===== src/rtl/gsl_pkg.sv =====
// ============================================================================
// gsl_pkg - shared types and constants for the sorted list cursor
// Widths, action codes, item words and the memory request bundle.
// ============================================================================
package gsl_pkg;

    localparam int LIST_DEPTH = 65536;
    localparam int DATA_W     = 32;
    localparam int ADDR_W     = $clog2(LIST_DEPTH);
    localparam int CNT_W      = ADDR_W + 1;

    localparam logic [CNT_W-1:0] DEPTH_CNT = CNT_W'(LIST_DEPTH);
    localparam logic [CNT_W-1:0] ONE_CNT   = CNT_W'(1);

    localparam logic [2:0] ACT_APPEND = 3'd0;
    localparam logic [2:0] ACT_REWIND = 3'd1;
    localparam logic [2:0] ACT_PEEK   = 3'd2;
    localparam logic [2:0] ACT_NEXT   = 3'd3;
    localparam logic [2:0] ACT_FIND   = 3'd4;

    typedef struct packed {
        logic [2:0]        action;
        logic [DATA_W-1:0] target;
    } t_in_word;

    typedef struct packed {
        logic [DATA_W-1:0] position;
        logic              exhausted;
    } t_out_word;

    typedef struct packed {
        logic              wr_en;
        logic [ADDR_W-1:0] wr_addr;
        logic [DATA_W-1:0] wr_data;
        logic [ADDR_W-1:0] rd_addr;
    } t_mem_req;

endpackage


===== src/rtl/gsl_outreg.sv =====
// ============================================================================
// gsl_outreg - result output register
// Holds one finished word so the engine can go back to work while the
// downstream side stalls.
// ============================================================================
module gsl_outreg (
    input  logic               i_clk,
    input  logic               i_rst_n,
    input  logic               i_word_valid,
    output logic               o_word_ready,
    input  gsl_pkg::t_out_word i_word,
    output logic               o_out_valid,
    input  logic               i_out_stall,
    output gsl_pkg::t_out_word o_out_word
);

    logic               r_valid;
    gsl_pkg::t_out_word r_word;
    logic               w_load;

    assign o_word_ready = !r_valid || !i_out_stall;
    assign w_load       = i_word_valid && o_word_ready;

    always_ff @(posedge i_clk) begin
        if (!i_rst_n) begin
            r_valid <= 1'b0;
        end else if (o_word_ready) begin
            r_valid <= i_word_valid;
        end
        if (w_load) begin
            r_word <= i_word;
        end
    end

    assign o_out_valid = r_valid;
    assign o_out_word  = r_word;

endmodule


===== config.mk =====
export PLATFORM = sky130hd
export DESIGN_NAME = gsl_outreg
export DESIGN_NICKNAME = d
export VERILOG_FILES = /design/src/rtl/gsl_pkg.sv /design/src/rtl/gsl_outreg.sv
export SDC_FILE = /design/constraint.sdc
export NUM_CORES = 1
export LEC_CHECK = 0
export BUFFER_PORTS_ARGS = -buffer_cell sky130_fd_sc_hd__buf_2
export CAP_MARGIN = 20
export CORE_MARGIN = 8
export CORE_UTILIZATION = 25
export CTS_CLUSTER_SIZE = 12
export DETAILED_ROUTE_END_ITERATION = 7
export PLACE_DENSITY = 0.57
export SYNTH_ARGS = -nofsm -noshare
export SYNTH_HDL_FRONTEND = slang
export SYNTH_SLANG_ARGS = --single-unit

===== constraint.sdc =====
create_clock -name i_clk -period 4.1 [get_ports i_clk]
set_input_delay 0.205 -clock i_clk [delete_from_list [all_inputs] [get_ports i_clk]]
set_output_delay 0.205 -clock i_clk [all_outputs]
set_load 0.03 [all_outputs]

Word level (Yosys, flattened, before mapping)
Cells that the tools add are included.

storage, ports and cells
  bits in registers = 34
  logic and storage cells = 7

cells by class
  reduce and logical (&&, ||, !) cells = 4

operator list
  cell               count
  1-bit zero test    2
  1-bit logical AND  1
  1-bit logical OR   1

Depth between registers and ports, before layout
Gate-level depths: netlist of run 1.

  depth in word-level cells = 3
  depth in mapped cells = 2
  gate-level depth less buffers = 2

Worst setup path before layout of run 1
No wires, ideal clock.

  path type = register to register
  start point = register r_valid, in the netlist o_out_valid
  end point = register r_word, in the netlist o_out_word[0], enable pin
  data arrival time = 1.569 ns
  data required time = 3.707 ns
  path slack = 2.138 ns
  stages on the path, launching flop included = 3
  period minus slack after synthesis = 1.962 ns
  path through = dfxtp_1 > nand2_1 > and2_1

between the ends
  longest elaborated chain between the ends = 3

RTL lines
  what                    RTL line          text
  from (decl)             gsl_outreg.sv:17  logic r_valid;
  from (signal assigned)  gsl_outreg.sv:28  r_valid <= i_word_valid;
  1-bit zero test         gsl_outreg.sv:21  assign o_word_ready = !r_valid || !i_out_stall;
  1-bit logical OR        gsl_outreg.sv:21
  via o_word_ready        gsl_outreg.sv:10  output logic o_word_ready,
  1-bit logical AND       gsl_outreg.sv:22  assign w_load = i_word_valid && o_word_ready;
  via w_load              gsl_outreg.sv:19  logic w_load;
  to (signal assigned)    gsl_outreg.sv:31  r_word <= i_word;
  to (decl)               gsl_outreg.sv:18  gsl_pkg::t_out_word r_word;

The timed path passes the listed nets, and every way through them passes these cells.
A chain may end at the register's enable or synchronous reset.

Worst setup path in the final report of run 1
  start point = register r_valid, in the netlist o_out_valid
  end point = register r_word, in the netlist o_out_word[20], enable pin

between the ends
  longest elaborated chain between the ends = 3

RTL lines
  what               RTL line
  1-bit zero test    gsl_outreg.sv:21
  1-bit logical OR   gsl_outreg.sv:21
  1-bit logical AND  gsl_outreg.sv:22
  via w_load         gsl_outreg.sv:19

The timed path passes the listed nets, and every way through them passes these cells.

==> results.md, run 1 <==
- Run status: completed
- Worst hold start: i_word[11]
- Final weighted congestion in routability-driven placement: 0.710
- Most used cells in the layout excluding fill and tap cells: sky130_fd_sc_hd__buf_2, sky130_fd_sc_hd__edfxtp_1, sky130_fd_sc_hd__clkbuf_8
- Global-route wire length before repair: roughly 3500 um
- Cells along the critical path: nand2_1 -> and2_1 -> buf_4
- Worst hold path endpoint: o_out_word[11]$_DFFE_PP_
- Type of element capturing the critical path: register
- Number of hold buffers added after cts: 0
- Clock network fraction of design power: 31.3%
- Final Hold Fails: 0
- Critical path class: register to register
- Worst R2R End: o_out_word[20]$_DFFE_PP_
- FF-to-FF path depth: 3
- Worst Hold Path Cells: 1
- Number of I/O port buffers: 71
- Std cell rows: 23
- Total routed wirelength: between 2000 and 3000 um
- ANT cells: 0
- Transition at the pin with the smallest max-transition slack: between 500 and 600 ps
- Leak: ~0.66 nW
- Distinct cell type count of the synthesized netlist: 6
- Cell count after synthesis: 38
- Clock latency on the worst-skew pair: roughly 270 ps
- Initial antenna violation count: 0
- Share of total power consumed by net switching: 24.3%
- Final worst-path cycle share: between 30% and 40%
- Max Freq: roughly 0.63 GHz
- Overall power after layout: between 0.7 and 0.8 mW
- Final nets: roughly 150
- Filler Cells Inserted: just under 400
- Number of setup violations in the final report: 0
- Clk sinks: 34
- Slowest cell delay on critical path: around 480 ps
- Routed vias/inst: 3.83
- Core footprint: about 0.0040 mm2
- Minimum clock period: around 1600 ps
- Max-Slew Margin vs Limit: 63.5%
- Antenna viol nets, final: 0
- Post CTS Setup Buffer Count: 0
- Net count after synthesis: 75
- Initial Utilization: 25.8%
- Die width: ~80 um
- Floorplan die height: between 80 and 90 um
- Arrival @ worst endpoint: 1560 ps
- Number of global-route vias before repair: 753
- CP startpoint kind: register
- Max-slew violation count: 0
- Ys Warns: 0
- Buf+Inv Stages, Crit Path: 1
- Mapped Avg Cell Area: around 27 um2
- Detailed-route via count: 643
- Aggregate negative setup slack: 0 ps
- Register area share after synthesis: between 90 and 100%
- Data required time of the critical path: approximately 4100 ps
- Net Switching: 0.176 mW
- Cell-internal power: about 0.55 mW
- Number of buffers between clock root and the deepest sink: 2
- Area occupied by registers: 0.00101 mm2
- Floorplan die area: around 0.0064 mm2
- Number of clock buffers inserted by TritonCTS: 5
- H-tree depth: 2
- Pwr per Cell Area: between 400 and 500 mW/mm2
- Iter 0 DRT Violations: 22
- Critical path's slowest cell: sky130_fd_sc_hd__and2_1
- Portion of total power attributed to sequential cells: around 57%
- Wire length per cell: approximately 15 um
- Clk slew on worst S/H paths: 70 ps
- Path category of the worst min-delay check: input pin to register
- Area Growth Syn to Fin: 49.1%
- Clock tree from TritonCTS: built
- Total congestion overflow after global routing: 0
- Reg-to-reg critical path startpoint: o_out_valid$_SDFFE_PN0P_
- Most common cell after layout, fill and taps aside: sky130_fd_sc_hd__buf_2
- Worst path top cell family by delay: simple AND/OR/NAND/NOR gates
- Worst hold slack across all endpoints: approximately 99 ps
- DRC violations left: 0
- Number of max-capacitance violations reported: 0
- Synthesized flop and latch total: 34
- All-layer global routing usage: under 10%
- RSZ-0062 raised after global routing: false
- Post-synthesis cell area: just over 0.001 mm2
- Largest driver fanout on the critical path: 21
- Multi-input logic area: between 20 and 25 um2
- Worst R2R Setup Slack: 2500 ps
- Count of pins on the block boundary: a little over 70
- Total iterations of the first detailed-routing run: 4
- Largest net degree at the start of global routing: 22
- Share of cells above drive strength 1: 66.1%
- Combinational cell fraction of total power: about 12%
- Clock root buffer: sky130_fd_sc_hd__clkbuf_8
- Maximum vdd ir drop: 0.000195 V
- Resize count post-CTS: 0
- Worst clock skew on the final layout: just over 3 ps
==> metal layers <==
metal  up-vias  global-route usage [%]  share of wire (%)  routed length (um)
met2        41                    13.3                 52                1330
li1        307                       -                  -                   -
met4         0                    4.36                  0                   0
met1       295                    6.30                 34                 868
met5         -                       0                  0                   0
met3         0                    5.25                 14                 360
==> cell families (layout without fill, tap and decap cells) <==
| group | after synthesis | after routing | synth area share [%] |
|---|---|---|---|
| compound gates | 1 | 1 | 0.484 |
| flops | 34 | 34 | 97.9 |
| simple gates | 3 | 3 | 1.58 |
| buf+inv | 0 | 80 | 0 |
==> stage by stage <==
| step | cells | utilization (%) | cell area (um2) | setup slack (ps) |
|---|---|---|---|---|
| 2_1_floorplan | 38 | - | 1030 | 2140 |
| 3_3_place_gp | 160 | 36.4 | 1460 | 2550 |
| 3_5_place_dp | 160 | 36.4 | 1460 | 2460 |
| 4_1_cts | 168 | 38.5 | 1540 | 2450 |
| 5_1_grt | 168 | 38.5 | 1540 | 2370 |
| 6_report | 168 | 38.5 | 1540 | 2500 |
==> cell usage after synthesis, drive strengths merged <==
library cell,instances,area share (%)
edfxtp,33,96
and2,1,0.61
dfxtp,1,1.9
a21oi,1,0.48
nor2b,1,0.61
nand2,1,0.36
==> registers in the layout, indices dropped and copies added (netlist names) <==
| name | cells |
|---|---|
| o_out_word | 33 |
| o_out_valid | 1 |
==> power groups by stage <==
stage	Clock (mW)	Combinational, mW	Sequential (mW)
final	0.226	0.0873	0.410
after global routing	0.252	0.0920	0.412
after CTS	0.240	0.0894	0.410
after detailed placement	0	0.0893	0.418
after global placement	0	0.0877	0.417
after floorplan	0	0.00797	0.459
==> worst max path at each step <==
stage / to / from / cells past startpoint
detailed placement: o_out_word[32]$_DFFE_PP_ / i_out_stall / 4
floorplan: o_out_word[0]$_DFFE_PP_ / o_out_valid$_SDFFE_PN0P_ / 2
global route: o_out_word[20]$_DFFE_PP_ / o_out_valid$_SDFFE_PN0P_ / 3
global placement: o_out_word[28]$_DFFE_PP_ / i_out_stall / 4
CTS: o_out_word[20]$_DFFE_PP_ / o_out_valid$_SDFFE_PN0P_ / 3
finish: o_out_word[20]$_DFFE_PP_ / o_out_valid$_SDFFE_PN0P_ / 3
==> layout make-up <==
type / count / share of cell area [%]
multi-input cells: 4 / 1.38
clock inverters: 2 / 0.569
clock buffers: 6 / 4.72
repair buffers: 72 / 23.6
flip-flops and latches: 34 / 65.7
well taps: 50 / 4.07
Note: power is estimated with default switching activity, not from simulation.
==> run 2, diff against run 1 <==
ABC_AREA = 1   (was not set)
clock period = 1.5 ns   (was 4.1 ns; I/O delays follow)
==> run 2 against run 1 <==
Largest cell class unchanged. Routed wire length up 20%. Die area rose by 0.49%. Synthesized cell count increased by 2.6%. Critical endpoint is now o_out_word[23]$_DFFE_PP_. Global-route usage up 2.4 points. Maximum frequency grew 41%. Count of clock-buffer cells in the layout unchanged. Sequential cell count unchanged.
==> results.md, run 2 <==
- Max-slew violation count: 0 (unchanged)
- DRC violations left: 0 (unchanged)
- Clock root buffer: sky130_fd_sc_hd__clkbuf_8 (unchanged)
- Top_reg_cell synth: sky130_fd_sc_hd__edfxtp_1 (unchanged)
- Most used standard cell by instance count after synthesis: sky130_fd_sc_hd__edfxtp_1 (unchanged)
- Register area share after synthesis: 97.3% (was 97.9%)
- Final nets: 189 (was 154)
- Area Growth Syn to Fin: 83.7% (was 49.1%)
- Routed vias/inst: 3.92 (was 3.83)
- Die width: 80.5 um (was 80.3 um)
- Clock latency on the worst-skew pair: 280 ps (was 270 ps)
- Ys Warns: 0 (unchanged)
- Ranking of synthesized cells by instance count: sky130_fd_sc_hd__edfxtp_1, sky130_fd_sc_hd__inv_1
- Post-Route Utilization: 47.7% (was 38.5%)
- Worst clock skew on the final layout: 7.46 ps (was 3.05 ps)
- Most used cells in the layout excluding fill and tap cells: sky130_fd_sc_hd__buf_2, sky130_fd_sc_hd__dlygate4sd3_1, sky130_fd_sc_hd__edfxtp_1, sky130_fd_sc_hd__clkbuf_8 (was sky130_fd_sc_hd__buf_2, sky130_fd_sc_hd__edfxtp_1, sky130_fd_sc_hd__clkbuf_8)
- Number of I/O port buffers: 71 (unchanged)
- Total routed wirelength: 3080 um (was 2560 um)
- ANT cells: 0 (unchanged)
- Mapped Avg Cell Area: 26.6 um2 (was 27.2 um2)
- Resize count post-CTS: 0 (unchanged)
- Std cell rows: 23 (unchanged)
- Number of setup violations in the final report: 0 (unchanged)
- H-tree depth: 2 (unchanged)
- Global-route wire length before repair: 4730 um (was 3530 um)
- Largest driver fanout on the critical path: 21 (unchanged)
- Share of cells above drive strength 1: 54.9% (was 66.1%)
- Final worst-path cycle share: 75.4% (was 39.0%)
- Routing usage on met1: 9.13% (was 6.30%)
- Antenna viol nets, final: 0 (unchanged)
- Pwr per Cell Area: 1110 mW/mm2 (was 470 mW/mm2)
- Leak: 0.819 nW (was 0.662 nW)
- CP startpoint kind: register (unchanged)
- Arrival @ worst endpoint: 1090 ps (was 1560 ps)
- Total iterations of the first detailed-routing run: 4 (unchanged)
- Async set or reset register ratio after synthesis: 0% (unchanged)
- Iter 0 DRT Violations: 18 (was 22)
- Run status: completed (unchanged)
- Type of element capturing the critical path: register (unchanged)
- Data required time of the critical path: 1460 ps (was 4060 ps)
- Clock tree from TritonCTS: built (unchanged)
- Net count after synthesis: 76 (was 75)
- Synthesized flop and latch total: 34 (unchanged)
- Cells taking the most area after synthesis: sky130_fd_sc_hd__edfxtp_1, sky130_fd_sc_hd__dfxtp_1, sky130_fd_sc_hd__a21oi_2, sky130_fd_sc_hd__inv_1, sky130_fd_sc_hd__nand2_2 (was sky130_fd_sc_hd__edfxtp_1, sky130_fd_sc_hd__dfxtp_1, sky130_fd_sc_hd__and2_1, sky130_fd_sc_hd__nor2b_1, sky130_fd_sc_hd__a21oi_1)
- Core footprint: 0.00400 mm2 (unchanged)
- Final weighted congestion in routability-driven placement: 0.624 (was 0.710)
- Cells along the critical path: a21oi_4 -> buf_4 (was nand2_1 -> and2_1 -> buf_4)
- Path category of the worst min-delay check: input pin to register (unchanged)
- Cell count after synthesis: 39 (was 38)
- Number of clock buffers inserted by TritonCTS: 5 (unchanged)
- Number of max-capacitance violations reported: 0 (unchanged)
- Clk sinks: 34 (unchanged)
- Total congestion overflow after global routing: 0 (unchanged)
- Final Hold Fails: 0 (unchanged)
- Met2 track demand over resource: 17.1% (was 13.3%)
- Critical path's slowest cell: sky130_fd_sc_hd__dfxtp_1 (was sky130_fd_sc_hd__and2_1)
- Slowest cell delay on critical path: 360 ps (was 480 ps)
- Floorplan die area: 0.00647 mm2 (was 0.00644 mm2)
- Number of global-route vias before repair: 993 (was 753)
- Max-Slew Margin vs Limit: 82.0% (was 63.5%)
- Max Freq: 0.884 GHz (was 0.626 GHz)
- Aggregate negative setup slack: 0 ps (unchanged)
- Post-synth EDFFs: 33 (unchanged)
- Global route hottest layer: met2 (unchanged)
- Initial antenna violation count: 0 (unchanged)
- Floorplan die height: 80.5 um (was 80.3 um)
- Maximum vdd ir drop: 0.000723 V (was 0.000195 V)
- Count of pins on the block boundary: 72 (unchanged)
- Most common cell after layout, fill and taps aside: sky130_fd_sc_hd__buf_2 (unchanged)
- Distinct cell type count of the synthesized netlist: 6 (unchanged)
- All-layer global routing usage: 10.1% (was 7.67%)
- Share of the synthesized area in the top cell type: 95.4% (was 96.0%)
- Transition at the pin with the smallest max-transition slack: 270 ps (was 548 ps)
- Detailed-route via count: 795 (was 643)
- HPWL after DPL: approximately 2000 um
- Initial Utilization: 26.0% (was 25.8%)
- Wire length per cell: 15.2 um (about the same)
- RSZ-0062 raised after global routing: false (unchanged)
- Number of buffers between clock root and the deepest sink: 2 (unchanged)
- Post-synthesis cell area: 0.00104 mm2 (was 0.00103 mm2)
- Library cell with the largest summed area after synthesis: sky130_fd_sc_hd__edfxtp_1 (unchanged)
- Met3 Usage GRT: 7.59% (was 5.25%)
- Clk slew on worst S/H paths: 70 ps (about the same)
- Largest net degree at the start of global routing: 22 (unchanged)
- Critical path class: register to register (unchanged)
- Minimum clock period: 1130 ps (was 1600 ps)
- Max reg flops: 33 (unchanged)
## run 2: changes by cell type after synthesis, sizes merged
| cell | previous run | this run |
|---|---|---|
| and2 | 1 | 0 |
| a21oi | 1 | 2 |
| nor2b | 1 | 0 |
| inv | 0 | 2 |
## run 2: layout make-up
class                   count  area (um2)
clock buffers               6        82.6
well taps                  50        62.6
multi-input cells           3        31.3
repair buffers            106         701
clock inverters             2        12.5
fillers                   346        2090
inverters                   2        7.51
flip-flops and latches     34        1010
## run 2: cells by family after synthesis
kind of cell           Yosys count  share of synthesized area (%)
DFF                             34                           97.3
AOI/OAI and AO/OA                2                           1.32
buffers and inverters            2                          0.723
and+or+nand+nor                  1                          0.603
## run 2: critical path, delay by kind of cell (launching register included)
family	cells	cell delay [ps]
buffers and inverters	1	290
flip-flops	1	360
AO/OA/AOI/OAI	1	140
## run 2: metrics by stage
stage	hold slack, ps	total power [mW]	worst slack, ps	std cells	cell area [um2]
global route	30.4	2.22	318	203	1910
detailed placement	253	1.39	398	162	1480
floorplan	174	1.28	18.7	39	1050
CTS	23.8	2.15	377	203	1910
global placement	251	1.39	430	162	1480
finish	38.0	2.13	369	203	1910
## run 2: metal layers
layer  up-vias  share of wire, %
li1        375                 -
met1       368                35
met2        50                52
met3         2                12
met4         0              0.39
met5         -                 0
## run 2: timing repair
action                                  in CTS  in global routing
hold buffers                                33                  0
endpoints found under the hold margin       33                  0
setup buffers                                0                  0
endpoints found under the setup margin       0                  0
## run 2: final timing paths
kind | cells after the start | slack, ps | endpoint | start
min | 3 | 40 | o_out_valid$_SDFFE_PN0P_ | i_rst_n
min reg2reg | 2 | 550 | o_out_valid$_SDFFE_PN0P_ | o_out_valid$_SDFFE_PN0P_
max reg2reg | 2 | 370 | o_out_word[23]$_DFFE_PP_ | o_out_valid$_SDFFE_PN0P_
max | 2 | 370 | o_out_word[23]$_DFFE_PP_ | o_out_valid$_SDFFE_PN0P_
## run 2: power by group
part	leakage, nW	total (mW)	internal [mW]	switching (mW)
combinational	0.444	0.316	0.132	0.185
sequential	0.328	1.12	1.11	0.0159
clock	0.0472	0.688	0.369	0.319
total	0.819	2.13	1.61	0.520
