[src/rtl/gsl_pkg.sv]
// ============================================================================
// gsl_pkg - shared types and constants for the sorted list cursor
// Widths, action codes, item words and the memory request bundle.
// ============================================================================
package gsl_pkg;

    localparam int LIST_DEPTH = 65536;
    localparam int DATA_W     = 32;
    localparam int ADDR_W     = $clog2(LIST_DEPTH);
    localparam int CNT_W      = ADDR_W + 1;

    localparam logic [CNT_W-1:0] DEPTH_CNT = CNT_W'(LIST_DEPTH);
    localparam logic [CNT_W-1:0] ONE_CNT   = CNT_W'(1);

    localparam logic [2:0] ACT_APPEND = 3'd0;
    localparam logic [2:0] ACT_REWIND = 3'd1;
    localparam logic [2:0] ACT_PEEK   = 3'd2;
    localparam logic [2:0] ACT_NEXT   = 3'd3;
    localparam logic [2:0] ACT_FIND   = 3'd4;

    typedef struct packed {
        logic [2:0]        action;
        logic [DATA_W-1:0] target;
    } t_in_word;

    typedef struct packed {
        logic [DATA_W-1:0] position;
        logic              exhausted;
    } t_out_word;

    typedef struct packed {
        logic              wr_en;
        logic [ADDR_W-1:0] wr_addr;
        logic [DATA_W-1:0] wr_data;
        logic [ADDR_W-1:0] rd_addr;
    } t_mem_req;

endpackage

[src/rtl/gsl_engine.sv]
// ============================================================================
// gsl_engine - cursor state and galloping search sequencer
// Keeps cursor, remaining and loaded counts; probes the entry store
// one read per compare and hands finished results to the output stage.
// ============================================================================
module gsl_engine (
    input  logic                       i_clk,
    input  logic                       i_rst_n,
    input  logic                       i_in_valid,
    output logic                       o_in_stall,
    input  gsl_pkg::t_in_word          i_in_word,
    input  logic [gsl_pkg::DATA_W-1:0] i_end_marker,
    output gsl_pkg::t_mem_req          o_mem_req,
    input  logic [gsl_pkg::DATA_W-1:0] i_rd_data,
    output logic                       o_res_valid,
    input  logic                       i_res_ready,
    output gsl_pkg::t_out_word         o_res_word
);

    typedef enum logic [3:0] {
        S_IDLE,
        S_RD_ISSUE,
        S_EMIT_RD,
        S_UP_ISSUE,
        S_UP_CMP,
        S_DN_ISSUE,
        S_DN_CMP,
        S_FIN_CMP,
        S_OUT
    } t_state;

    t_state                      r_state,  n_state;
    logic [gsl_pkg::CNT_W-1:0]   r_cur,    n_cur;
    logic [gsl_pkg::CNT_W-1:0]   r_rem,    n_rem;
    logic [gsl_pkg::CNT_W-1:0]   r_loaded, n_loaded;
    logic [gsl_pkg::CNT_W-1:0]   r_step,   n_step;
    logic [gsl_pkg::DATA_W-1:0]  r_tgt,    n_tgt;
    logic                        r_is_next, n_is_next;
    gsl_pkg::t_out_word          r_res,    n_res;

    logic [gsl_pkg::CNT_W-1:0]   w_probe;
    logic                        w_accept;
    gsl_pkg::t_out_word          w_end_res;

    assign w_probe   = r_cur + r_step;
    assign w_accept  = i_in_valid && (r_state == S_IDLE);
    assign w_end_res = '{position: i_end_marker, exhausted: 1'b1};

    always_comb begin
        n_state   = r_state;
        n_cur     = r_cur;
        n_rem     = r_rem;
        n_loaded  = r_loaded;
        n_step    = r_step;
        n_tgt     = r_tgt;
        n_is_next = r_is_next;
        n_res     = r_res;

        o_mem_req.wr_en   = 1'b0;
        o_mem_req.wr_addr = r_loaded[gsl_pkg::ADDR_W-1:0];
        o_mem_req.wr_data = i_in_word.target;
        o_mem_req.rd_addr = w_probe[gsl_pkg::ADDR_W-1:0];
        if (r_state == S_IDLE || r_state == S_RD_ISSUE) begin
            o_mem_req.rd_addr = r_cur[gsl_pkg::ADDR_W-1:0];
        end

        case (r_state)
            S_IDLE: begin
                if (w_accept) begin
                    case (i_in_word.action)
                        gsl_pkg::ACT_APPEND: begin
                            if (r_loaded < gsl_pkg::DEPTH_CNT) begin
                                o_mem_req.wr_en = 1'b1;
                                n_loaded        = r_loaded + gsl_pkg::ONE_CNT;
                            end
                        end
                        gsl_pkg::ACT_REWIND: begin
                            n_cur = '0;
                            n_rem = r_loaded;
                        end
                        gsl_pkg::ACT_PEEK, gsl_pkg::ACT_NEXT: begin
                            n_is_next = (i_in_word.action == gsl_pkg::ACT_NEXT);
                            if (r_rem == '0) begin
                                n_res   = w_end_res;
                                n_state = S_OUT;
                            end else begin
                                n_state = S_EMIT_RD;
                            end
                        end
                        gsl_pkg::ACT_FIND: begin
                            n_tgt     = i_in_word.target;
                            n_is_next = 1'b0;
                            if (r_rem == '0) begin
                                n_res   = w_end_res;
                                n_state = S_OUT;
                            end else begin
                                n_step  = gsl_pkg::ONE_CNT;
                                n_state = S_UP_ISSUE;
                            end
                        end
                        default: begin
                        end
                    endcase
                end
            end
            S_RD_ISSUE: begin
                n_state = S_EMIT_RD;
            end
            S_EMIT_RD: begin
                n_res = '{position: i_rd_data, exhausted: 1'b0};
                if (r_is_next) begin
                    n_cur = r_cur + gsl_pkg::ONE_CNT;
                    n_rem = r_rem - gsl_pkg::ONE_CNT;
                end
                n_state = S_OUT;
            end
            S_UP_ISSUE: begin
                n_state = (r_step < r_rem) ? S_UP_CMP : S_DN_ISSUE;
            end
            S_UP_CMP: begin
                if (i_rd_data <= r_tgt) begin
                    n_cur   = w_probe;
                    n_rem   = r_rem - r_step;
                    n_step  = r_step << 1;
                    n_state = S_UP_ISSUE;
                end else begin
                    n_state = S_DN_ISSUE;
                end
            end
            S_DN_ISSUE: begin
                // step zero probes the cursor entry itself
                if (r_step == '0) begin
                    n_state = S_FIN_CMP;
                end else if (r_step < r_rem) begin
                    n_state = S_DN_CMP;
                end else begin
                    n_step = r_step >> 1;
                end
            end
            S_DN_CMP: begin
                if (i_rd_data <= r_tgt) begin
                    n_cur = w_probe;
                    n_rem = r_rem - r_step;
                end
                n_step  = r_step >> 1;
                n_state = S_DN_ISSUE;
            end
            S_FIN_CMP: begin
                if (i_rd_data < r_tgt) begin
                    n_cur = r_cur + gsl_pkg::ONE_CNT;
                    n_rem = r_rem - gsl_pkg::ONE_CNT;
                    if (r_rem == gsl_pkg::ONE_CNT) begin
                        n_res   = w_end_res;
                        n_state = S_OUT;
                    end else begin
                        n_state = S_RD_ISSUE;
                    end
                end else begin
                    n_res   = '{position: i_rd_data, exhausted: 1'b0};
                    n_state = S_OUT;
                end
            end
            S_OUT: begin
                if (i_res_ready) begin
                    n_state = S_IDLE;
                end
            end
            default: begin
                n_state = S_IDLE;
            end
        endcase
    end

    always_ff @(posedge i_clk) begin
        if (!i_rst_n) begin
            r_state  <= S_IDLE;
            r_cur    <= '0;
            r_rem    <= '0;
            r_loaded <= '0;
        end else begin
            r_state  <= n_state;
            r_cur    <= n_cur;
            r_rem    <= n_rem;
            r_loaded <= n_loaded;
        end
        r_step    <= n_step;
        r_tgt     <= n_tgt;
        r_is_next <= n_is_next;
        r_res     <= n_res;
    end

    assign o_in_stall  = (r_state != S_IDLE);
    assign o_res_valid = (r_state == S_OUT);
    assign o_res_word  = r_res;

    a_span_in_list: assert property (@(posedge i_clk) disable iff (!i_rst_n)
        ({1'b0, r_cur} + {1'b0, r_rem}) <= {1'b0, r_loaded})
        else $error("cursor span exceeds loaded entries");

    a_loaded_bound: assert property (@(posedge i_clk) disable iff (!i_rst_n)
        r_loaded <= gsl_pkg::DEPTH_CNT)
        else $error("loaded count beyond depth");

    a_probe_in_range: assert property (@(posedge i_clk) disable iff (!i_rst_n)
        (r_state == S_UP_CMP || r_state == S_DN_CMP) |-> (r_step < r_rem))
        else $error("probe past remaining entries");

    a_exhausted_marker: assert property (@(posedge i_clk) disable iff (!i_rst_n)
        (o_res_valid && o_res_word.exhausted) |-> (o_res_word.position == i_end_marker))
        else $error("exhausted result without end marker");

endmodule

[config.mk]
export PLATFORM = sky130hd
export DESIGN_NAME = gsl_engine
export DESIGN_NICKNAME = d
export VERILOG_FILES = /design/src/rtl/gsl_pkg.sv /design/src/rtl/gsl_engine.sv
export SDC_FILE = /design/constraint.sdc
export NUM_CORES = 1
export LEC_CHECK = 0
export ABC_AREA = 1
export BUFFER_PORTS_ARGS = -buffer_cell sky130_fd_sc_hd__buf_2
export CAP_MARGIN = 20
export CELL_PAD_IN_SITES_DETAIL_PLACEMENT = 0
export CELL_PAD_IN_SITES_GLOBAL_PLACEMENT = 2
export CORE_UTILIZATION = 31
export CTS_CLUSTER_DIAMETER = 150
export CTS_CLUSTER_SIZE = 24
export DETAILED_ROUTE_END_ITERATION = 7
export GPL_TIMING_DRIVEN = 0
export PLACE_DENSITY_LB_ADDON = 0.12
export SYNTH_ARGS = -nofsm -noshare
export SYNTH_HDL_FRONTEND = slang
export SYNTH_SLANG_ARGS = --single-unit
[constraint.sdc]
create_clock -name i_clk -period 3.3 [get_ports i_clk]
set_input_delay 0.33 -clock i_clk [delete_from_list [all_inputs] [get_ports i_clk]]
set_output_delay 0.33 -clock i_clk [all_outputs]
set_load 0.02 [all_outputs]
# Yosys cells after proc, flatten, opt, wreduce, memory -nomap -nowiden
# Cells that the tools add are included.
[op_classes]
add_sub_neg = 5
order_cmp = 4
n_eq_ne = 29
n_mux = 43
reduce_logical = 21
[op_table]
columns = ["cell", "n"]
rows = [
  ["17-bit 2-to-1 mux", 16],
  ["17-bit one-hot mux with 4 select lines", 3],
  ["33-bit 2-to-1 mux", 5],
  ["33-bit one-hot mux with 3 select lines", 1],
  ["4-bit one-hot mux with 9 select lines", 1],
  ["17-bit by 1-bit adder with 17-bit output (second input constant)", 2],
  ["17-bit logical NOT", 2],
  ["32-bit less-or-equal comparator", 1],
  ["32-bit less-than comparator", 1],
  ["4-bit 2-to-1 mux", 8],
  ["17-bit adder", 1],
  ["17-bit by 1-bit == test with 1-bit output (second input constant)", 1],
  ["17-bit less-than comparator", 1],
  ["17-bit less-than comparator (second input constant)", 1],
  ["17-bit by 1-bit subtractor with 17-bit output (second input constant)", 1],
  ["17-bit subtractor", 1],
  ["4-bit by 3-bit == test with 1-bit output (second input constant)", 4],
  ["16-bit 2-to-1 mux", 1],
  ["2-bit != test (second input constant)", 8],
  ["4-bit nonzero test", 3],
  ["2-bit by 1-bit != test with 1-bit output (second input constant)", 5],
  ["4-bit by 2-bit == test with 1-bit output (second input constant)", 2],
  ["4-bit one-hot mux with 2 select lines", 1],
  ["4-bit AND reduction", 2],
  ["other kinds (22)", 30],
]
[totals]
register_bits = 138
in_bits = 103
wordCells = 111

# Longest topological paths before layout
# Gate-level depths: netlist of run 1.
[logic_depth]
word_depth = 5
mapped_depth = 20

# Worst setup path before layout of run 1
# OpenSTA, ideal clock, no wires.
[synth_path]
kind = "reg2reg"
start = "register r_state[3]"
end = "register r_tgt[0] (netlist name) (enable)"
setup_ps = 421
arrival_ps = 2229
required_time_ps = 2879
setup_slack_ps = 650
stages_incl_launch_ff = 6
path_cell_list = "dfxtp_1 > nor2_1 > nand2_2 > nor2_4 > inv_1 > nor2_1"
[synth_between]
elab_chain_cells = 3
[synth_rtl]
columns = ["element", "line", "source"]
rows = [
  ["from (decl)", "gsl_engine.sv:32", "t_state r_state, n_state;"],
  ["from (signal assigned)", "gsl_engine.sv:181", "r_state <= n_state;"],
  ["4-bit logical NOT (*)", "gsl_engine.sv:46, gsl_engine.sv:67", ""],
  ["1-bit logical AND", "gsl_engine.sv:46", "assign w_accept = i_in_valid && (r_state == S_IDLE);"],
  ["3-bit AND reduction (no source line) (*)", "--", ""],
  ["to (signal assigned)", "gsl_engine.sv:187", "r_tgt <= n_tgt;"],
  ["to (decl)", "gsl_engine.sv:37", "logic [gsl_pkg::DATA_W-1:0] r_tgt, n_tgt;"],
]
# Every way passes the cells marked *; elsewhere a longest branch is shown, timed or not.
# A chain may end at the register's enable or synchronous reset.

==> results.json, run 1 <==
{
  "slew_headroom_pct": 47.11,
  "min_to": "r_tgt[16]",
  "dpl_cell_area_mm2": 0.01145,
  "min_from": "i_in_word[16]",
  "slowest_delay_ns": 0.45,
  "fmax_ghz": 0.3310,
  "synth.top_cell.area_share_pct": 25.26,
  "die_x_um": 180.4,
  "synth-seq-cells": 137,
  "port_buffers": 201,
  "crit_path_start_kind": "flop",
  "syn_area_per_cell_um2": 7.161,
  "rr_endpoint": "r_step[10]",
  "cp_cell_sequence": "nor2_1 -> inv_1 -> nor2_2 -> inv_1 -> clkbuf_1 -> o21ai_0 -> buf_2",
  "r2r_slack_ns": 0.29,
  "min_path_cells": 1,
  "gp_congestion": 0.8256,
  "r2r_start": "r_step[1]",
  "rsz0062_at_grt": "false",
  "yosysSeqAreaShare_pct": 36.21,
  "critPathBufInv": 4,
  "setup_viol": 0,
  "worstPathArrival_ns": 2.69,
  "post-route-drc-count": 0,
  "p_leak_uw": 0.005872,
  "drive_gt1_share_pct": 20.07,
  "synth_warnings": 0,
  "cts-root-buf": "clkbuf_16",
  "clock_latency_ns": 0.44,
  "synthArstFlopShare_pct": 0,
  "synth_edf_count": 83,
  "grt_pass1_wl_mm": 52.07,
  "maxCapViolCount": 0,
  "grt_pass1_vias": 9140,
  "synthCells": 1378,
  "worstMarginPinSlew_ns": 0.7933,
  "overflow": 0,
  "dpl_worst_slack_ns": 0.04697,
  "die_h_um": 180.4,
  "hpwl_mm": 26.86,
  "hp-class": "input port to flop",
  "irDropWorstVdd_uv": 400.0,
  "period_minus_slack_ns": 3.021,
  "die-area_mm2": 0.03255,
  "tritoncts": "yes",
  "grt_max_degree": 24,
  "drtAntennaViolNets": 0,
  "design_area_mm2": 0.01202,
  "drt_pass1_iterations": 5,
  "synth_top_flop_cell": "edfxtp_1",
  "yosysTopAreaCell": "edfxtp_1",
  "slew_violations": 0,
  "cts.sinks": 137,
  "via_per_inst": 4.721,
  "min_period_over_period_pct": 91.54,
  "endpoint_kind": "output pin",
  "skew_ns": 0.01126,
  "multi_input_area_mm2": 0.005161,
  "powerDensity_mw_per_mm2": 705.7,
  "crit_top_cell": "inv_1",
  "seqCellArea_mm2": 0.003573,
  "setup_ws_ns": 0.2790,
  "finalWirelength_mm": 33.70,
  "finalSetupTns_ns": 0,
  "finalPower_uw": 8485,
  "cpMaxStageDelayCell": "o21ai_0",
  "crit_type": "flop to output pin",
  "htreeDepth": 4,
  "ioPinCount": 203,
  "synth_cell_types": 45,
  "grt_use_total_pct": 20.99,
  "r2r_cells": 14,
  "synth_area_leaders": "edfxtp_1, nand2_1, dfxtp_1, ha_1, nor2_1",
  "drt-initial-drc-count": 580,
  "area_growth_pct": 21.85,
  "fill_cells": 3364,
  "status": "finished, final reports clean",
  "cts_buffers": 17,
  "nets": 1775,
  "antenna_found_initial": 1,
  "routedWlPerCell_um": 16.76,
  "synth_fp_nets": 1552,
  "cp_max_fo": 10,
  "via_count": 9494,
  "initial_core_util_pct": 31.84,
  "holdWs_ns": 0.08331,
  "coreArea_mm2": 0.03099,
  "cts.reportedPaths.clkPinSlew_ns": 0.06,
  "cts.path.max_buffers": 2,
  "crit_family": "buffers and inverters",
  "syn_area_mm2": 0.009868,
  "critical_path_required_ns": 2.97,
  "rows": 64,
  "finalHoldViolCount": 0
}
==> cell usage after synthesis (14+ instances only) <==
master	n
inv_1	165
clkbuf_1	18
edfxtp_1	83
o22ai_1	21
nand4_1	18
nor2_1	173
ha_1	69
o21ai_0	79
a21oi_1	70
nand2_1	341
dfxtp_1	54
buf_2	15
buf_4	48
nor3_1	14
nand3_1	111
==> timing repair <==
action	in CTS	in global routing
setup buffers	0	0
setup endpoints to repair	0	29
gates resized for setup	0	2
hold buffers	0	0
hold endpoints to repair	0	0
==> final cells by class <==
| type | instances | share of cell area, % |
|---|---|---|
| multi-input cells | 987 | 42.92 |
| diodes | 1 | 0.02081 |
| inverters | 172 | 5.369 |
| plain buffers | 81 | 4.183 |
| clock buffers | 19 | 3.600 |
| well taps | 396 | 4.121 |
| clock inverters | 13 | 1.051 |
| repair buffers | 205 | 9.011 |
| flip-flops and latches | 137 | 29.72 |
==> sequential cells by signal, indices dropped and copies added, names as in the netlist <==
name and count:
r_is_next 1, o_res_word 33, r_state 4, r_tgt 32, r_cur 16, r_loaded 17
r_step 17, r_rem 17
==> power breakdown <==
part           internal [uW]  leakage, uW  switching (uW)  total, uW
clock network           1100     0.000276             789       1890
registers               2180      0.00120             188       2370
logic                   1280      0.00440            2940       4220
total                   4560      0.00587            3920       8490
==> kinds of logic after synthesis <==
group | Yosys count | synth area share (%)
AND/OR/NAND/NOR | 694 | 30.01
buffers and inverters | 254 | 11.68
AO/OA/AOI/OAI | 207 | 11.61
flip-flops | 137 | 36.21
adder cells (fa/ha/maj) | 71 | 9.154
XOR/XNOR | 15 | 1.331
==> metrics by stage <==
stage | instances | util (%)
5_1_grt | 2011 | 38.80
3_3_place_gp | 1975 | 36.69
2_1_floorplan | 1378 | -
3_5_place_dp | 1979 | 36.96
6_report | 2011 | 38.80
4_1_cts | 2011 | 38.77
==> worst reg2reg max path: cells and delay by family, from the launching register on <==
kind	cells	cell delay, ns
AO/OA/AOI/OAI	1	0.09
flip-flops	1	0.54
adder cells (fa/ha/maj)	1	0.34
buffers and inverters	2	0.48
AND/OR/NAND/NOR	10	1.26
==> cells in the final DEF, fill, tap and decap left out, types with 3 or more instances in the layout <==
cell type    n
inv_2        6
a21oi_1     70
clkinv_2     5
dfxtp_1     54
nor4_1       3
or2_2        4
nor2_2       6
ha_1        69
o22ai_1     21
clkbuf_16   17
o21ai_0     79
edfxtp_1    83
o31ai_1      3
nand2_1    341
clkbuf_1    19
nand2_2      3
clkinv_1     3
nor3_1      14
nor2_4       4
nand3b_1    10
nor2_1     171
buf_2      216
o21bai_1    11
o21a_1       3
nand3_1    111
xnor2_1      4
a31oi_1      5
a21o_1       5
nand4_1     18
xor2_1      11
buf_4       49
inv_1      165
==> worst max-delay path by stage <==
stage                  startpoint             end  slack [ns]  cells after the start
floorplan              r_state[3]        r_tgt[0]        0.65                      5
global placement       r_state[3]       r_tgt[19]       -0.38                      5
detailed placement  i_rd_data[31]       r_cur[13]        0.05                     14
CTS                    r_state[3]    o_mem_req[0]        0.09                      7
global route            r_tgt[25]  o_res_word[11]        0.05                     13
finish                 r_state[3]    o_mem_req[0]        0.28                      7
==> layer usage <==
metal | vias to the layer above | routed length (um) | global-route usage, %
li1 | 4980 | - | -
met1 | 4298 | 16420 | 28.70
met2 | 189 | 15440 | 34.29
met3 | 27 | 1339 | 3.395
met4 | 0 | 505 | 5.368
met5 | - | 0 | 0
Power figures use the tool's default switching activity.
==> run 2, diff against run 1 <==
==> constraint.sdc (replaced) <==
create_clock -name i_clk -period 3.3 [get_ports i_clk]
set_input_delay 0.66 -clock i_clk [delete_from_list [all_inputs] [get_ports i_clk]]
set_output_delay 0.66 -clock i_clk [all_outputs]
set_load 0.02 [all_outputs]
==> results.json, run 2 (synthesis gave the netlist of run 1 again) <==
{
  "drt-initial-drc-count": 583,
  "slew_violations": 0,
  "maxCapViolCount": 0,
  "clock_latency_ns": 0.43,
  "drt_pass1_iterations": 6,
  "dp_cells": 1979,
  "worstMarginPinSlew_ns": 0.8199,
  "powerDensity_mw_per_mm2": 701.7,
  "coreArea_mm2": 0.03099,
  "final_common_cell": "nand2_1",
  "slowest_delay_ns": 0.42,
  "largest_reg_flops": 33,
  "grt_max_degree": 24,
  "irDropWorstVdd_uv": 397.3,
  "finalHoldViolCount": 0,
  "status": "finished, final reports clean",
  "rows": 64,
  "routedWlPerCell_um": 16.74,
  "die-area_mm2": 0.03255,
  "initial_core_util_pct": 31.84,
  "cts.path.max_buffers": 2,
  "overflow": 0,
  "setup_ws_ns": 0.1881,
  "cts.reportedPaths.clkPinSlew_ns": 0.06,
  "stdcell_count": 2018,
  "tritoncts": "yes",
  "antenna_found_initial": 1,
  "worstPathArrival_ns": 2.45,
  "rsz0062_at_grt": "false",
  "dpl_worst_slack_ns": -0.2830,
  "period_minus_slack_ns": 3.112,
  "final_cell_mix": "nand2_1, buf_2, nor2_1, inv_1, nand3_1",
  "cp_cell_sequence": "ha_1 -> nand2_1 -> nor2_1 -> nand3_1 -> nand3_1 -> nor2_1 -> nand3b_1 -> o21ai_0 -> buf_2",
  "ioPinCount": 203,
  "ctsHoldBuffers": 0,
  "min_period_over_period_pct": 94.30,
  "endpoint_kind": "output pin",
  "cpMaxStageDelayCell": "edfxtp_1",
  "cts.sinks": 137,
  "critical_path_required_ns": 2.64,
  "via_count": 9525,
  "setup_viol": 0,
  "crit_type": "flop to output pin",
  "grt_pass1_wl_mm": 52.10,
  "hpwl_mm": 26.86,
  "via_per_inst": 4.720,
  "port_buffers": 201,
  "drtAntennaViolNets": 0,
  "die_h_um": 180.4,
  "drive_gt1_share_pct": 21.53,
  "gp_congestion": 0.8256,
  "post-route-drc-count": 0,
  "cts_buffers": 17,
  "htreeDepth": 4,
  "grt_use_total_pct": 21.00,
  "finalSetupTns_ns": 0,
  "hp-class": "input port to flop",
  "area_growth_pct": 23.27,
  "p_leak_uw": 0.005920,
  "slew_headroom_pct": 45.34,
  "cts-root-buf": "clkbuf_16",
  "grt_pass1_vias": 9146,
  "r2r_slack_ns": 0.20,
  "nets": 1782,
  "finalWirelength_mm": 33.79,
  "cp_max_fo": 4,
  "skew_ns": 0.01121,
  "fmax_ghz": 0.3213,
  "die_x_um": 180.4,
  "crit_path_start_kind": "flop"
}
run 2: area by class of cell:
class                      instances  area [um2]
fill                            3351       18830
multi-input combinational        987        5244
sequential                       137        3577
timing repair buffer             212        1136
inverter                         172       645.6
buffer                            81       504.2
tap                              396       495.5
clock buffer                      19       432.9
clock inverter                    13       126.4
antenna                            1       2.502
run 2: repair_timing:
action | CTS | global route
hold endpoints to repair | 0 | 0
buffers inserted | 0 | 7
pin swaps | 0 | 1
endpoints found under the setup margin | 11 | 38
resized for setup | 4 | 19
run 2: final timing paths:
check / start / to / depth (start not counted)
max: r_step[9] / o_mem_req[10] / 9
min: i_in_word[16] / r_tgt[16] / 1
max reg2reg: r_step[2] / r_step[16] / 15
min reg2reg: r_loaded[12] / r_loaded[12] / 2
run 2: through the flow:
step | util (%) | total power, uW | hold slack [ns] | cell area, um2
after global placement | 36.69 | 6565 | 0.5113 | 11370
final | 39.25 | 8536 | 0.4145 | 12160
after global routing | 39.25 | 9215 | 0.3974 | 12160
after detailed placement | 36.96 | 6660 | 0.5157 | 11450
after CTS | 38.80 | 8586 | 0.3939 | 12020
after floorplan | - | 5159 | 0.4589 | 9868
run 2: per-layer routing:
metal / vias to the layer above / wire (um) / global-route usage, %
met4: 0 / 486 / 5.368
met5: - / 0 / 0
met1: 4328 / 16510 / 28.72
met3: 25 / 1211 / 3.395
met2: 176 / 15580 / 34.29
li1: 4996 / - / -
run 2: worst max-delay path, delay by kind of cell (launching register included):
| family | cells | cell delay (ns) |
|---|---|---|
| adders and majority gates | 1 | 0.42 |
| DFF | 1 | 0.42 |
| buffers and inverters | 1 | 0.22 |
| AOI/OAI and AO/OA | 1 | 0.13 |
| and+or+nand+nor | 6 | 0.83 |
run 2: power by group:
group | internal [uW] | switching [uW]
registers | 2180 | 196
logic | 1320 | 2950
clock network | 1100 | 785
==> run 3, diff against run 2 <==
--- a/config.mk
+++ b/config.mk
@@ -5,17 +5,16 @@
 export SDC_FILE = /design/constraint.sdc
 export NUM_CORES = 1
 export LEC_CHECK = 0
-export ABC_AREA = 1
 export BUFFER_PORTS_ARGS = -buffer_cell sky130_fd_sc_hd__buf_2
 export CAP_MARGIN = 20
 export CELL_PAD_IN_SITES_DETAIL_PLACEMENT = 0
 export CELL_PAD_IN_SITES_GLOBAL_PLACEMENT = 2
-export CORE_UTILIZATION = 31
-export CTS_CLUSTER_DIAMETER = 150
+export CORE_UTILIZATION = 34
 export CTS_CLUSTER_SIZE = 24
 export DETAILED_ROUTE_END_ITERATION = 7
 export GPL_TIMING_DRIVEN = 0
 export PLACE_DENSITY_LB_ADDON = 0.12
+export REMOVE_ABC_BUFFERS = 1
 export SYNTH_ARGS = -nofsm -noshare
 export SYNTH_HDL_FRONTEND = slang
 export SYNTH_SLANG_ARGS = --single-unit
==> results.json, run 3 <==
{
  "post-route-drc-count": 0,
  "ctsHoldBuffers": 0,
  "cts_buffers": 17,
  "grt_use_total_pct": 19.75,
  "die-area_mm2": 0.02780,
  "syn_area_per_cell_um2": 9.349,
  "crit_path_start_kind": "flop",
  "cp_max_fo": 4,
  "setup_ws_ns": -0.1998,
  "cts.sinks": 137,
  "synthCells": 987,
  "drive_gt1_share_pct": 31.42,
  "grt_pass1_vias": 7559,
  "routedWlPerCell_um": 18.30,
  "stdcell_count": 1522,
  "synth_warnings": 0,
  "worstPathArrival_ns": 2.84,
  "cpMaxStageDelayCell": "edfxtp_1",
  "coreArea_mm2": 0.02635,
  "dpl_worst_slack_ns": -0.9360,
  "synthArstFlopShare_pct": 0,
  "clock_latency_ns": 0.43,
  "die_x_um": 166.7,
  "period_minus_slack_ns": 3.500,
  "finalHoldViolCount": 0,
  "synth.top_cell.area_share_pct": 27.01,
  "violations": "negative setup slack",
  "cts.path.max_buffers": 2,
  "die_h_um": 166.7,
  "min_period_over_period_pct": 106.1,
  "irDropWorstVdd_uv": 389.4,
  "drt_pass1_iterations": 5,
  "finalPower_uw": 8607,
  "worstMarginPinSlew_ns": 1.022,
  "htreeDepth": 4,
  "gp_congestion": 0.7919,
  "final_cell_mix": "buf_2, edfxtp_1, nor2_1, inv_1, nand2_1",
  "maxCapViolCount": 0,
  "crit_type": "flop to output pin",
  "yosys-top-cells-count": "edfxtp_1, nor2_1, ha_1, inv_1, nand2_1",
  "skew_ns": 0.01509,
  "fmax_ghz": 0.2857,
  "r2r_slack_ns": 0.17,
  "yosysTopAreaCell": "edfxtp_1",
  "via_count": 7887,
  "drt-initial-drc-count": 450,
  "cts-root-buf": "clkbuf_16",
  "cts.reportedPaths.clkPinSlew_ns": 0.07,
  "critPathBufInv": 1,
  "setup_viol": 6,
  "cp_cell_sequence": "ha_4 -> or3_4 -> a21oi_4 -> o21ba_4 -> o41ai_4 -> o21ai_2 -> xnor2_2 -> nor2_1 -> xor2_1 -> buf_4",
  "via_per_inst": 5.182,
  "nets": 1348,
  "grt_pass1_wl_mm": 42.72,
  "drtAntennaViolNets": 0,
  "dpl_cell_area_mm2": 0.01039,
  "area_growth_pct": 25.87,
  "critical_path_required_ns": 2.64,
  "finalSetupTns_ns": -0.6319,
  "synth_area_leaders": "edfxtp_1, dfxtp_1, ha_1, buf_4, mux2_2",
  "port_buffers": 202,
  "endpoint_kind": "output pin",
  "yosysSeqAreaShare_pct": 38.73,
  "status": "complete, but fails checks",
  "design_area_mm2": 0.01161,
  "overflow": 0,
  "p_leak_uw": 0.004976,
  "finalWirelength_mm": 27.85,
  "grt_max_degree": 38,
  "largest_reg_flops": 33,
  "ioPinCount": 203,
  "final_common_cell": "buf_2",
  "crit_family": "compound AO/OA/AOI/OAI gates",
  "rows": 59,
  "slew_violations": 0,
  "path_depth": 10,
  "synth_top_flop_cell": "edfxtp_1",
  "rsz0062_at_grt": "true",
  "antenna_cells": 0,
  "min_path_cells": 1,
  "powerDensity_mw_per_mm2": 741.0,
  "r2r_cells": 13,
  "hpwl_mm": 19.68,
  "initial_core_util_pct": 35.01,
  "synth_cell_types": 78,
  "syn_area_mm2": 0.009228,
  "tritoncts": "yes",
  "synth-seq-cells": 137,
  "dp_cells": 1450,
  "hp-class": "input port to flop",
  "slowest_delay_ns": 0.44,
  "slew_headroom_pct": 31.59,
  "antenna_found_initial": 1,
  "synth_edf_count": 83
}
-- run 3: area by class of cell --
class | count | area (um2)
clock buffer | 17 | 425.4
clock inverter | 15 | 176.4
fill | 2618 | 14740
inverter | 71 | 266.5
multi-input combinational | 697 | 5196
sequential | 137 | 3582
tap | 335 | 419.2
timing repair buffer | 250 | 1549
-- run 3: stage by stage --
stage	hold WS (ns)	util, %
after floorplan	0.5117	-
after global placement	0.5234	38.46
after detailed placement	0.5177	39.41
after CTS	0.3941	42.85
after global routing	0.4001	44.07
final	0.4107	44.07
-- run 3: path summary, 6_finish.rpt --
path	startpoint	end
worst max register to register	r_tgt[30]	o_res_word[12]
worst max-delay path	r_step[6]	o_mem_req[15]
worst min register to register	r_loaded[6]	r_loaded[6]
worst min-delay path	i_in_word[10]	r_tgt[10]
-- run 3: cell families after synthesis --
logic type	count (synthesis)	share of synthesized area, %
adder cells (fa/ha/maj)	71	9.790
multiplexers	35	4.231
AO/OA/AOI/OAI	262	18.79
XOR/XNOR	54	5.125
buffers and inverters	154	8.556
AND/OR/NAND/NOR	274	14.78
flip-flops	137	38.73
-- run 3: layer usage --
layer	global-route usage [%]	up-vias	share of wire, %
met5	0	-	0.047
li1	-	3959	-
met2	33.98	166	48
met1	25.99	3741	47
met4	4.428	2	0.83
met3	3.018	19	3.3
-- run 3: what timing repair did --
| item | in CTS | in global routing |
|---|---|---|
| gates resized for setup | 35 | 24 |
| endpoints found under the setup margin | 112 | 92 |
| cloned | 1 | 3 |
| setup buffers | 21 | 15 |
| pin swaps | 18 | 27 |
-- run 3: where the power goes --
part / internal (uW) / switching (uW)
sequential: 2180 / 268
combinational: 1720 / 2430
clock: 1090 / 913
total: 4990 / 3620
